==> src/rtl/assert_macros.svh <==
// Assertion macros shared by the RTL files of the button classifier.
// ASSERT_CLK checks a property on the rising edge of its clock and
// is held off while its reset is low; ASSERT_DEF uses clk and rst_n.
`ifndef ASSERT_MACROS_SVH
`define ASSERT_MACROS_SVH

`ifndef ASSERT_OFF

`define ASSERT_CLK(label, clock, resetn, prop, msg) \
  label: assert property (@(posedge clock) disable iff (!resetn) prop) else $error(msg);

`define ASSERT_DEF(label, prop, msg) \
  `ASSERT_CLK(label, clk, rst_n, prop, msg)

`else

`define ASSERT_CLK(label, clock, resetn, prop, msg)

`define ASSERT_DEF(label, prop, msg)

`endif

`endif

==> src/rtl/bpc_pkg.sv <==
`timescale 1ns / 1ps

package bpc_pkg;

  localparam int unsigned TICK_W = 16;
  localparam int unsigned MODE_W = 3;
  localparam int unsigned EVENT_W = 2;
  localparam int unsigned ADDR_W = 4;
  localparam int unsigned DATA_W = 32;

  localparam logic [TICK_W-1:0] TICK_SAT = 16'hFFFF;

  // Reset values of the configuration registers.
  localparam logic [TICK_W-1:0] DEBOUNCE_RST = 16'd50;
  localparam logic [TICK_W-1:0] DOUBLE_RST = 16'd500;
  localparam logic [TICK_W-1:0] LONG_RST = 16'd3000;

  // Register indexes, taken from paddr[3:2].
  localparam logic [1:0] REG_DEBOUNCE = 2'd0;
  localparam logic [1:0] REG_DOUBLE = 2'd1;
  localparam logic [1:0] REG_LONG = 2'd2;

  // Mode codes.
  localparam logic [MODE_W-1:0] MODE_OFF = 3'd0;
  localparam logic [MODE_W-1:0] MODE_TWO = 3'd1;
  localparam logic [MODE_W-1:0] MODE_X = 3'd2;
  localparam logic [MODE_W-1:0] MODE_Y = 3'd3;
  localparam logic [MODE_W-1:0] MODE_RAW = 3'd4;

  // Press event codes.
  localparam logic [EVENT_W-1:0] EV_NONE = 2'd0;
  localparam logic [EVENT_W-1:0] EV_LONG = 2'd1;
  localparam logic [EVENT_W-1:0] EV_DOUBLE = 2'd2;
  localparam logic [EVENT_W-1:0] EV_FIRST = 2'd3;

  typedef struct packed {
    logic [TICK_W-1:0] debounce_ticks;
    logic [TICK_W-1:0] double_ticks;
    logic [TICK_W-1:0] long_ticks;
  } cfg_t;

  typedef struct packed {
    logic [MODE_W-1:0]  mode;
    logic               stable_level;
    logic [EVENT_W-1:0] press_event;
  } res_t;

endpackage

==> src/rtl/button_press_classifier_mode_select_unit.sv <==
`timescale 1ns / 1ps
`include "assert_macros.svh"

// Button press classifier with mode select. Each input beat carries one raw
// button sample taken on a millisecond tick, and each input beat yields
// exactly one result beat with the current mode, the debounced button level
// and the press event that tick caused (none, long press, double tap or
// first tap). The block takes one beat every clock cycle while in_stall is
// low: a beat waits in the input register, the single state-update stage
// classifies it and writes the result register, and the sustained rate is
// one beat per cycle as long as out_stall stays low. The result
// register lets a new sample enter while a finished result is still held
// under out_stall; in_stall rises only when both registers are full and the
// result side is stalled. The debounce, double-tap and long-press windows
// are set through the APB port at byte addresses 0, 4 and 8 (16 bits each,
// reset to 50, 500 and 3000 ticks); write them only while no beat is in
// flight.
module button_press_classifier_mode_select_unit (
  input  logic                               clk,
  input  logic                               rst_n,
  // Sample input channel.
  input  logic                               in_valid,
  output logic                               in_stall,
  input  logic                               in_raw_level,
  // Result output channel.
  output logic                               out_valid,
  input  logic                               out_stall,
  output logic [bpc_pkg::MODE_W-1:0]         out_mode,
  output logic                               out_stable_level,
  output logic [bpc_pkg::EVENT_W-1:0]        out_press_event,
  // Configuration port.
  input  logic                               psel,
  input  logic                               penable,
  input  logic                               pwrite,
  input  logic [bpc_pkg::ADDR_W-1:0]         paddr,
  input  logic [bpc_pkg::DATA_W-1:0]         pwdata,
  output logic [bpc_pkg::DATA_W-1:0]         prdata,
  output logic                               pready
);

  bpc_pkg::cfg_t cfg;
  bpc_pkg::res_t core_res;
  bpc_pkg::res_t out_res_r;

  logic s1_valid_r, s1_valid_nxt;
  logic s1_raw_r;
  logic out_valid_r, out_valid_nxt;
  logic s2_ready;
  logic s1_adv;
  logic in_take;

  bpc_cfg_regs u_cfg (
    .clk     (clk),
    .rst_n   (rst_n),
    .psel    (psel),
    .penable (penable),
    .pwrite  (pwrite),
    .paddr   (paddr),
    .pwdata  (pwdata),
    .prdata  (prdata),
    .pready  (pready),
    .cfg     (cfg)
  );

  // The result register can take a new beat when it is empty or when its
  // current beat leaves in this cycle.
  assign s2_ready = !out_valid_r || !out_stall;
  assign s1_adv   = s1_valid_r && s2_ready;

  // The input register frees up whenever its beat moves on, so a new sample
  // is taken in the same cycle.
  assign in_stall = s1_valid_r && !s2_ready;
  assign in_take  = in_valid && !in_stall;

  always_comb begin
    if (in_take) begin
      s1_valid_nxt = 1'b1;
    end else if (s1_adv) begin
      s1_valid_nxt = 1'b0;
    end else begin
      s1_valid_nxt = s1_valid_r;
    end

    if (s1_adv) begin
      out_valid_nxt = 1'b1;
    end else if (!out_stall) begin
      out_valid_nxt = 1'b0;
    end else begin
      out_valid_nxt = out_valid_r;
    end
  end

  always_ff @(posedge clk) begin
    if (!rst_n) begin
      s1_valid_r  <= 1'b0;
      out_valid_r <= 1'b0;
    end else begin
      s1_valid_r  <= s1_valid_nxt;
      out_valid_r <= out_valid_nxt;
    end
  end

  always_ff @(posedge clk) begin
    if (in_take) begin
      s1_raw_r <= in_raw_level;
    end
    if (s1_adv) begin
      out_res_r <= core_res;
    end
  end

  // The classifier state advances exactly once per beat, at the moment the
  // beat moves from the input register into the result register.
  bpc_core u_core (
    .clk     (clk),
    .rst_n   (rst_n),
    .step_en (s1_adv),
    .raw     (s1_raw_r),
    .cfg     (cfg),
    .res     (core_res)
  );

  assign out_valid        = out_valid_r;
  assign out_mode         = out_res_r.mode;
  assign out_stable_level = out_res_r.stable_level;
  assign out_press_event  = out_res_r.press_event;

  `ASSERT_DEF(a_adv_fills_out, s1_adv |=> out_valid_r,
    "advanced beat did not reach the result register")
  `ASSERT_DEF(a_stall_needs_beat, in_stall |-> (s1_valid_r && out_valid_r),
    "input stalled with a free register")
  `ASSERT_DEF(a_take_fills_s1, in_take |=> s1_valid_r,
    "accepted beat did not reach the input register")

endmodule

==> src/rtl/bpc_cfg_regs.sv <==
`timescale 1ns / 1ps

module bpc_cfg_regs (
  input  logic                          clk,
  input  logic                          rst_n,
  input  logic                          psel,
  input  logic                          penable,
  input  logic                          pwrite,
  input  logic [bpc_pkg::ADDR_W-1:0]    paddr,
  input  logic [bpc_pkg::DATA_W-1:0]    pwdata,
  output logic [bpc_pkg::DATA_W-1:0]    prdata,
  output logic                          pready,
  output bpc_pkg::cfg_t                 cfg
);

  logic [bpc_pkg::TICK_W-1:0] debounce_r;
  logic [bpc_pkg::TICK_W-1:0] double_r;
  logic [bpc_pkg::TICK_W-1:0] long_r;
  logic [1:0]                 reg_idx;
  logic                       wr_en;

  assign pready  = 1'b1;
  assign reg_idx = paddr[3:2];
  assign wr_en   = psel && penable && pwrite && pready;

  always_ff @(posedge clk) begin
    if (!rst_n) begin
      debounce_r <= bpc_pkg::DEBOUNCE_RST;
      double_r   <= bpc_pkg::DOUBLE_RST;
      long_r     <= bpc_pkg::LONG_RST;
    end else if (wr_en) begin
      case (reg_idx)
        bpc_pkg::REG_DEBOUNCE: debounce_r <= pwdata[bpc_pkg::TICK_W-1:0];
        bpc_pkg::REG_DOUBLE:   double_r   <= pwdata[bpc_pkg::TICK_W-1:0];
        bpc_pkg::REG_LONG:     long_r     <= pwdata[bpc_pkg::TICK_W-1:0];
        default: begin
        end
      endcase
    end
  end

  always_comb begin
    case (reg_idx)
      bpc_pkg::REG_DEBOUNCE:
        prdata = {{(bpc_pkg::DATA_W-bpc_pkg::TICK_W){1'b0}}, debounce_r};
      bpc_pkg::REG_DOUBLE:
        prdata = {{(bpc_pkg::DATA_W-bpc_pkg::TICK_W){1'b0}}, double_r};
      bpc_pkg::REG_LONG:
        prdata = {{(bpc_pkg::DATA_W-bpc_pkg::TICK_W){1'b0}}, long_r};
      default:
        prdata = '0;
    endcase
  end

  assign cfg.debounce_ticks = debounce_r;
  assign cfg.double_ticks   = double_r;
  assign cfg.long_ticks     = long_r;

endmodule

==> src/rtl/bpc_core.sv <==
`timescale 1ns / 1ps
`include "assert_macros.svh"

module bpc_core (
  input  logic          clk,
  input  logic          rst_n,
  input  logic          step_en,
  input  logic          raw,
  input  bpc_pkg::cfg_t cfg,
  output bpc_pkg::res_t res
);

  logic                        prev_raw_r, prev_raw_nxt;
  logic                        acc_level_r, acc_level_nxt;
  logic [bpc_pkg::TICK_W-1:0]  stable_r, stable_nxt;
  logic [bpc_pkg::TICK_W-1:0]  hold_r, hold_nxt;
  logic [bpc_pkg::TICK_W-1:0]  tap_r, tap_nxt;
  logic                        tap_pend_r, tap_pend_nxt;
  logic [bpc_pkg::MODE_W-1:0]  mode_r, mode_nxt;
  logic [bpc_pkg::EVENT_W-1:0] event_nxt;
  logic                        accept;

  function automatic logic [bpc_pkg::TICK_W-1:0] sat_inc(
    input logic [bpc_pkg::TICK_W-1:0] v
  );
    sat_inc = (v == bpc_pkg::TICK_SAT) ? v : v + 1'b1;
  endfunction

  // All three timers advance every tick; the raw edge and the accepted
  // level then override them.
  always_comb begin
    prev_raw_nxt  = raw;
    acc_level_nxt = acc_level_r;
    stable_nxt    = (raw != prev_raw_r) ? '0 : sat_inc(stable_r);
    hold_nxt      = sat_inc(hold_r);
    tap_nxt       = sat_inc(tap_r);
    tap_pend_nxt  = tap_pend_r;
    mode_nxt      = mode_r;
    event_nxt     = bpc_pkg::EV_NONE;

    accept = (stable_nxt > cfg.debounce_ticks) && (raw != acc_level_r);

    if (accept) begin
      acc_level_nxt = raw;
      if (raw) begin
        hold_nxt = '0;
      end else if (hold_nxt >= cfg.long_ticks) begin
        mode_nxt  = (mode_r == bpc_pkg::MODE_OFF) ? bpc_pkg::MODE_TWO : bpc_pkg::MODE_OFF;
        event_nxt = bpc_pkg::EV_LONG;
      end else if (tap_pend_r && (tap_nxt <= cfg.double_ticks)) begin
        mode_nxt     = (mode_r >= bpc_pkg::MODE_RAW) ? bpc_pkg::MODE_TWO
                                                     : mode_r + 1'b1;
        tap_pend_nxt = 1'b0;
        event_nxt    = bpc_pkg::EV_DOUBLE;
      end else begin
        tap_pend_nxt = 1'b1;
        tap_nxt      = '0;
        event_nxt    = bpc_pkg::EV_FIRST;
      end
    end
  end

  always_ff @(posedge clk) begin
    if (!rst_n) begin
      prev_raw_r  <= 1'b0;
      acc_level_r <= 1'b0;
      stable_r    <= '0;
      hold_r      <= '0;
      tap_r       <= '0;
      tap_pend_r  <= 1'b0;
      mode_r      <= bpc_pkg::MODE_TWO;
    end else if (step_en) begin
      prev_raw_r  <= prev_raw_nxt;
      acc_level_r <= acc_level_nxt;
      stable_r    <= stable_nxt;
      hold_r      <= hold_nxt;
      tap_r       <= tap_nxt;
      tap_pend_r  <= tap_pend_nxt;
      mode_r      <= mode_nxt;
    end
  end

  assign res.mode         = mode_nxt;
  assign res.stable_level = acc_level_nxt;
  assign res.press_event  = event_nxt;

  `ASSERT_DEF(a_mode_range, mode_r <= bpc_pkg::MODE_RAW, "mode left its legal range")
  `ASSERT_DEF(a_double_consumes,
    (step_en && event_nxt == bpc_pkg::EV_DOUBLE) |=> !tap_pend_r,
    "double tap did not consume the pending tap")
  `ASSERT_DEF(a_first_arms,
    (step_en && event_nxt == bpc_pkg::EV_FIRST) |=> (tap_pend_r && tap_r == '0),
    "first tap did not arm the tap timer")
  `ASSERT_DEF(a_event_on_release,
    (step_en && event_nxt != bpc_pkg::EV_NONE) |-> (acc_level_r && !raw),
    "press event without an accepted release")

endmodule

==> config.mk <==
export PLATFORM = sky130hd
export DESIGN_NAME = button_press_classifier_mode_select_unit
export DESIGN_NICKNAME = d
export VERILOG_FILES = /design/src/rtl/bpc_pkg.sv /design/src/rtl/button_press_classifier_mode_select_unit.sv /design/src/rtl/bpc_cfg_regs.sv /design/src/rtl/bpc_core.sv
export VERILOG_INCLUDE_DIRS = /design/src /design/src/rtl
export SDC_FILE = /design/constraint.sdc
export NUM_CORES = 1
export LEC_CHECK = 0
export BUFFER_PORTS_ARGS = -buffer_cell sky130_fd_sc_hd__buf_4
export CORE_ASPECT_RATIO = 0.6
export CORE_MARGIN = 5
export CORE_UTILIZATION = 40
export CTS_BUF_LIST = sky130_fd_sc_hd__clkbuf_8
export DETAILED_ROUTE_END_ITERATION = 7
export PLACE_DENSITY = 0.56
export SYNTH_ARGS = -nofsm -noshare
export SYNTH_HDL_FRONTEND = slang
export SYNTH_SLANG_ARGS = --single-unit
==> constraint.sdc <==
create_clock -name clk -period 8.1 [get_ports clk]
set_input_delay 1.215 -clock clk [delete_from_list [all_inputs] [get_ports clk]]
set_output_delay 1.215 -clock clk [all_outputs]
set_load 0.03 [all_outputs]
# [Word level (Yosys, flattened, before mapping)]
# Index checks and enable logic that the tools add are counted.
[word_totals] register_bits=111 out_inout_bits=41 inputBits=44 word_cells=82
[classes] n_addsub=4 mux=25 n_reduce_logical=21 order_cmp=4 bitwise=3 n_eq_ne=8
[ops] operator="16-bit two-way mux" count=10
[ops] operator="16-bit by 1-bit adder with 16-bit output, second input constant" count=3
[ops] operator="16-bit equality test, second input constant" count=3
[ops] operator="16-bit case mux with 3 select lines" count=1
[ops] operator="16-bit greater-or-equal comparator" count=1
[ops] operator="16-bit > comparator" count=1
[ops] operator="16-bit less-or-equal comparator" count=1
[ops] operator="3-bit two-way mux" count=5
[ops] operator="1-bit two-way mux" count=9
[ops] operator="1-bit logical AND" count=7
[ops] operator="2-bit AND reduction" count=3
[ops] operator="1-bit logical NOT" count=4
[ops] operator="4-bit AND reduction" count=1
[ops] operator="3-bit by 1-bit adder with 3-bit output, second input constant" count=1
[ops] operator="3-bit greater-or-equal comparator, second input constant" count=1
[ops] operator="3-bit logical NOT" count=1
[ops] operator="1-bit inverter" count=3
[ops] operator="3-bit OR reduction" count=1
[ops] operator="2-bit by 1-bit equality test with 1-bit output, second input constant" count=1
[ops] operator="2-bit equality test, second input constant" count=1
[ops] operator="2-bit logical NOT" count=1
[ops] operator="1-bit inequality test" count=2
[ops] operator="2-bit by 1-bit inequality test with 1-bit output, second input constant" count=1
[ops] operator="2-bit nonzero test" count=1
[ops] operator="other kinds (2)" count=2

# [Depth between registers and ports, before layout]
[depth] depth_word=8 mapped_depth=17 depth_no_buf=16

# [Modules after synthesis]
# From an unflattened synthesis, not the netlist that was laid out.
[unflattened] cells_unflattened=868 hier_area_um2=7144.4
[modules_own_cells] module="bpc_core" cells_per_inst=587 area_per_inst_um2=4429.2 instances=1 seq_area_each_um2=1081.0
[modules_own_cells] module="bpc_cfg_regs" cells_per_inst=266 area_per_inst_um2=2421.1 instances=1 seq_area_each_um2=960.9
[modules_own_cells] module="button_press_classifier_mode_select_unit" cells_per_inst=15 area_per_inst_um2=294.0 instances=1 seq_area_each_um2=250.2

# [Least setup slack after synthesis]
# No wires, ideal clock.
[synth_timing] path_kind="input -> output" start="input port paddr[3] (netlist name)" end="output port prdata[0] (netlist name)" stages=4 n_path_buf=2 t_arrival_ns=2.903 slack_ns=3.982 t_required_ns=6.885 path_cell_list="buf_1 > buf_1 > mux2i_1 > o21ai_0"
[synth_via] elab_chain_cells=2 elab_cells_between_ends=4 classes_between="eq/ne (2); mux (1); reduce/logical (1)"
[synth_lines] element="start, declared" line="button_press_classifier_mode_select_unit.sv:35" rtl="input logic [bpc_pkg::ADDR_W-1:0] paddr,"
[synth_lines] element="2-bit equality test, or another cell as far along" line="bpc_cfg_regs.sv:43" rtl="case (reg_idx)"
[synth_lines] element="16-bit case mux with 3 select lines (*)" line="bpc_cfg_regs.sv:43"
[synth_lines] element="end, declared" line="button_press_classifier_mode_select_unit.sv:37" rtl="output logic [bpc_pkg::DATA_W-1:0] prdata,"
# Mark *: on every way between the ends. The rest lies on a longest branch, timed or not.

# [Worst setup path in the final report]
[layout_timing] start="register u_core.hold_r[3] (netlist name)" end="register out_res_r (netlist bit out_press_event[0]) (data pin)"
[layout_via] elab_chain_cells=4 elab_cells_between_ends=5 classes_between="add/sub (1); order compare (1); eq/ne (1); mux (2)"
[layout_lines] element="start, declared" line="bpc_core.sv:16" rtl="logic [bpc_pkg::TICK_W-1:0] hold_r, hold_nxt;"
[layout_lines] element="start signal, assigned" line="bpc_core.sv:76" rtl="hold_r <= hold_nxt;"
[layout_lines] element="16-bit by 1-bit adder with 16-bit output / 16-bit equality test (equally long branches)" line="bpc_core.sv:26" rtl="sat_inc = (v == bpc_pkg::TICK_SAT) ? v : v + 1'b1;"
[layout_lines] element="16-bit two-way mux (*)" line="bpc_core.sv:26"
[layout_lines] element="16-bit greater-or-equal comparator (*)" line="bpc_core.sv:47" rtl="end else if (hold_nxt >= cfg.long_ticks) begin"
[layout_lines] element="1-bit two-way mux (*)" line="bpc_core.sv:47"
[layout_lines] element="end signal, assigned" line="button_press_classifier_mode_select_unit.sv:108" rtl="out_res_r <= core_res;"
[layout_lines] element="end, declared" line="button_press_classifier_mode_select_unit.sv:43" rtl="bpc_pkg::res_t out_res_r;"
# Marks and branches as above.
# A chain may end at the register's enable or synchronous reset.

==> results.rst <==
.. list-table::
   :header-rows: 1

   * - Metric
     - Value
   * - Clock latency on the worst-skew pair
     - 400 ps
   * - Required @ worst endpoint
     - 8270 ps
   * - Final Hold Viols
     - 0
   * - Number of design-rule violations left by the first detailed-router iteration
     - roughly 340
   * - Longest Clk Path Bufs
     - 2
   * - Worst clock skew on the final layout
     - 21.5 ps
   * - Relative contribution of the clock network to total power
     - between 30% and 40%
   * - Setup repair after global routing missed its margin
     - no
   * - Count of flip-flops with a built-in enable after synthesis
     - 7
   * - Number of antenna violations at the first check in global routing
     - 0
   * - Vias in the first global route
     - 5636
   * - Most frequent cell after synthesis
     - nand2_1
   * - Fraction of synthesized area in multiplexers
     - 3.53%
   * - Synthesized instance count
     - 893
   * - Worst VDD drop
     - 76.9 µV
   * - Standard-cell rows
     - 37
   * - Primary flip-flop cell chosen by synthesis mapping
     - dfxtp_1
   * - Gates resized, CTS repair
     - 0
   * - Fraction of the mapped netlist area in compound gates
     - 19.2%
   * - Number of port buffers
     - 49
   * - Arrival time worst endpoint
     - between 5000 and 6000 ps
   * - Leakage power figure
     - 3.10 nW
   * - Ant diodes
     - 0
   * - Area growth syn-to-layout
     - 9.49%
   * - Die H
     - 113 µm
   * - Top cells by area in the synthesized netlist
     - dfxtp_1 30%, ha_1 9.4%, nand2_1 7.3%
   * - Detailed-routing iteration count for the pre-antenna-repair pass
     - 5
   * - Max Transition Viols Final
     - 0
   * - Number of clock buffers inserted by TritonCTS
     - 9
   * - Number of distinct library cells after synthesis
     - 68
   * - Buffers & Inverters on Critical Path
     - 0
   * - Status
     - completed
   * - Critical Path Source Type
     - flop
   * - Number of max-cap violations
     - 0
   * - Clk sink count
     - 111
   * - Number of synthesized register bits
     - 111
   * - CTS Hold Bufs
     - 0
   * - Tightest slew margin relative to the limit
     - roughly two fifths
   * - Relative contribution of sequential cells to total power
     - 56.3%
   * - Switching part of the total power
     - 29.3%
   * - Sequential element share of the synthesized area
     - 32.5%
   * - Time the worst path needs with I/O delays and setup
     - 4860 ps
   * - Post-synth top cells
     - 137 x nand2_1, 104 x dfxtp_1, 75 x a21oi_1, 63 x nor2_1, 60 x inv_1
   * - Detailed-route wire length per cell
     - roughly 16 µm
   * - Critical path fanouts, max
     - 14
   * - Routing layer with the top usage in global route
     - met1
   * - Share of the synthesized area in the top cell type
     - slightly below 30%
   * - Highest clock rate
     - 206 MHz
   * - Setup Buffers After CTS
     - 0
   * - Combined flip-flop and latch cell area
     - roughly 2300 µm²
   * - Crit share post-route
     - 60.0%
   * - Internal power
     - 711 µW
   * - Clock Tree Root
     - clkbuf_8
   * - Setup TNS
     - 0 ps
   * - GRT met1 Usage
     - 30.1%
   * - Switching power of the nets
     - 295 µW
   * - Die extent in x
     - between 150 and 200 µm
   * - XOR/XNOR share of the synthesized area
     - 4.97%
   * - Die Outline Area
     - 20500 µm²
   * - Slew of the pin with the lowest slew margin
     - ~900 ps
   * - Final wirelength
     - 18.9 mm
   * - Post-synth design cell area
     - 7060 µm²
   * - Max incr delay on CP
     - ~730 ps
   * - Area of combinational cells with multiple inputs
     - between 4000 and 5000 µm²
   * - Post-detailed-route via-to-cell ratio
     - 5.31
   * - Post-layout nets
     - 1016
   * - First-pass GRT wire length
     - slightly above 30 mm
   * - Area after DPL
     - 7550 µm²
   * - Total routing resource utilization after global routing
     - roughly 18%
   * - DP Wirelength
     - about 14 mm
   * - Synth area leader
     - dfxtp_1
   * - Hold crit path type
     - flop to flop
   * - Clock-pin slew on the worst setup and hold paths
     - 120 ps
   * - Final estimated routing congestion in global placement
     - 0.813
   * - Number of nets with antenna violations after detailed routing
     - 0
   * - Ordered cell list for the critical path
     - and3_1 > and4_1 > nand4_1 > nand4_1 > nor2_1 > xor2_1 > ha_1 > and3_1 > o21ai_0 > o311ai_0 > a211oi_2 > o21ai_0 > and2_1
   * - GR Util met3
     - 4.30%
   * - Comb power frac
     - about an eighth
   * - Synth Area in Adders
     - 9.40%
   * - Dominant delay contributor by cell family on the critical path
     - simple AND/OR/NAND/NOR gates
   * - Number of levels the H-tree was split into
     - 3
   * - Pwr Density
     - about 130 nW/µm²
   * - Setup CP Type
     - flop to flop
   * - Starting density of the core
     - 41.0%
   * - Yosys warns
     - 0
   * - Share of synthesized flip-flops with an asynchronous set or reset
     - 0%
   * - Largest net degree at the start of global routing
     - 49
   * - Clock tree from TritonCTS
     - built
   * - Core area
     - 17200 µm²
   * - Global routing usage on met2
     - 24.6%
   * - Syn_area_per_cell
     - 7.90 µm²
   * - Total congestion overflow after global routing
     - 0
   * - Final cell area excluding filler cells
     - roughly 7700 µm²
   * - Combinational family with the most area after synthesis
     - simple AND/OR/NAND/NOR gates
   * - Count of filler cells inserted in the layout
     - 1813
   * - Io pins
     - 85
   * - Number of vias after detailed routing
     - 6153
   * - DRC errors left
     - 0
   * - Fraction of final layout cells with drive strength greater than 1
     - 10.4%
   * - Kind of capture point of the worst setup path
     - flop
   * - Number of setup violations in the final report
     - 0
   * - Fraction of the mapped netlist area in simple logic gates
     - 22.8%
   * - Cell with the biggest individual delay on the critical path
     - a211oi_2
[through the flow]
| stage | total power, mW | util (%) | hold WS [ps] | cells | worst slack (ps) |
|---|---|---|---|---|---|
| floorplan | 0.661 | - | 449 | 908 | 3980 |
| global placement | 0.699 | 43.9 | 464 | 1142 | 3410 |
| detailed placement | 0.700 | 43.9 | 461 | 1142 | 3360 |
| CTS | 1.02 | 44.9 | 480 | 1158 | 3360 |
| global route | 1.06 | 44.9 | 501 | 1158 | 2890 |
| finish | 1.01 | 44.9 | 479 | 1158 | 3240 |
[layout by cell type, fill, tap and decap left out, types with 3 or more instances in the layout]
master,synthesis,routed
and3_1,19,19
nor2b_1,6,6
nor3_2,2,3
clkbuf_8,0,9
a22o_1,8,8
conb_1,2,17
nand2_1,137,137
edfxtp_1,7,7
o2bb2ai_1,3,3
nor4_1,3,3
nor2_1,63,63
o21ai_0,40,40
inv_6,0,3
xnor2_1,24,24
nor3_1,12,11
ha_1,53,53
o211ai_1,22,22
and4_1,7,7
or3_1,7,7
mux2_2,3,3
dfxtp_1,104,104
nand3b_1,3,3
mux2i_1,20,20
a41oi_1,4,4
a22oi_1,7,7
a21o_1,10,10
xor2_1,16,16
buf_4,17,58
nand4_2,3,3
inv_1,60,60
o21a_1,5,5
o41ai_1,3,3
a31oi_1,13,13
and2_1,7,7
nand4_1,19,19
nand2b_1,8,8
a21oi_1,75,75
nand3_1,28,28
[final cells by class]
type                            count  area share (%)
Clock inverter                      7           0.599
Clock buffer                        9            1.60
Inverter                           61            3.03
Timing Repair Buffer               58            5.64
Tap cell                          234            3.79
Sequential cell                   111            29.7
Multi-Input combinational cell    678            55.7
[power by group through the flow]
stage / Clock, mW / Combinational [mW] / Sequential, mW
final: 0.320 / 0.121 / 0.566
after global routing: 0.356 / 0.132 / 0.568
after CTS: 0.332 / 0.121 / 0.566
after detailed placement: 0 / 0.121 / 0.579
after global placement: 0 / 0.121 / 0.579
after floorplan: 0 / 0.0813 / 0.579
[worst reg2reg max path, delay by kind of cell (launching register included)]
family / cells / cell delay [ps]
xor+xnor: 1 / 150
flops: 1 / 500
fa+ha+maj: 1 / 300
simple gates: 7 / 2080
compound gates: 4 / 1600
[path summary, 6_finish.rpt]
kind              slack [ps]               from  cells past startpoint                 end
setup reg to reg        3240   u_core.hold_r[3]                     13  out_press_event[0]
setup / recovery        3240   u_core.hold_r[3]                     13  out_press_event[0]
hold reg to reg          480  u_cfg.double_r[1]                      2   u_cfg.double_r[1]
hold / removal           480  u_cfg.double_r[1]                      2   u_cfg.double_r[1]
[kinds of logic (layout without fill, tap and decap cells)]
family / count (synthesis) / after routing
AOI/OAI and AO/OA: 209 / 209
xor gates and xnor gates: 40 / 40
adders and majority gates: 53 / 53
buffers and inverters: 119 / 135
DFF: 111 / 111
muxes: 24 / 24
other: 2 / 17
and+or+nand+nor: 335 / 335
[per-layer routing]
layer | part of all wire (%) | vias to the layer above | wire length (µm)
li1 | - | 3164 | -
met1 | 57 | 2851 | 10800
met2 | 37 | 130 | 7060
met3 | 5.1 | 8 | 966
met4 | 0.56 | 0 | 106
met5 | 0 | - | 0
[registers in the layout, summed over array words and instances, names as in the netlist, 2 cells and up]
| signal | flops |
|---|---|
| u_cfg.debounce_r | 16 |
| u_cfg.double_r | 16 |
| u_core.stable_r | 16 |
| u_cfg.long_r | 16 |
| u_core.tap_r | 16 |
| out_mode | 3 |
| u_core.hold_r | 16 |
| u_core.mode_r | 3 |
| out_press_event | 2 |
(Power assumes the default switching activity.)
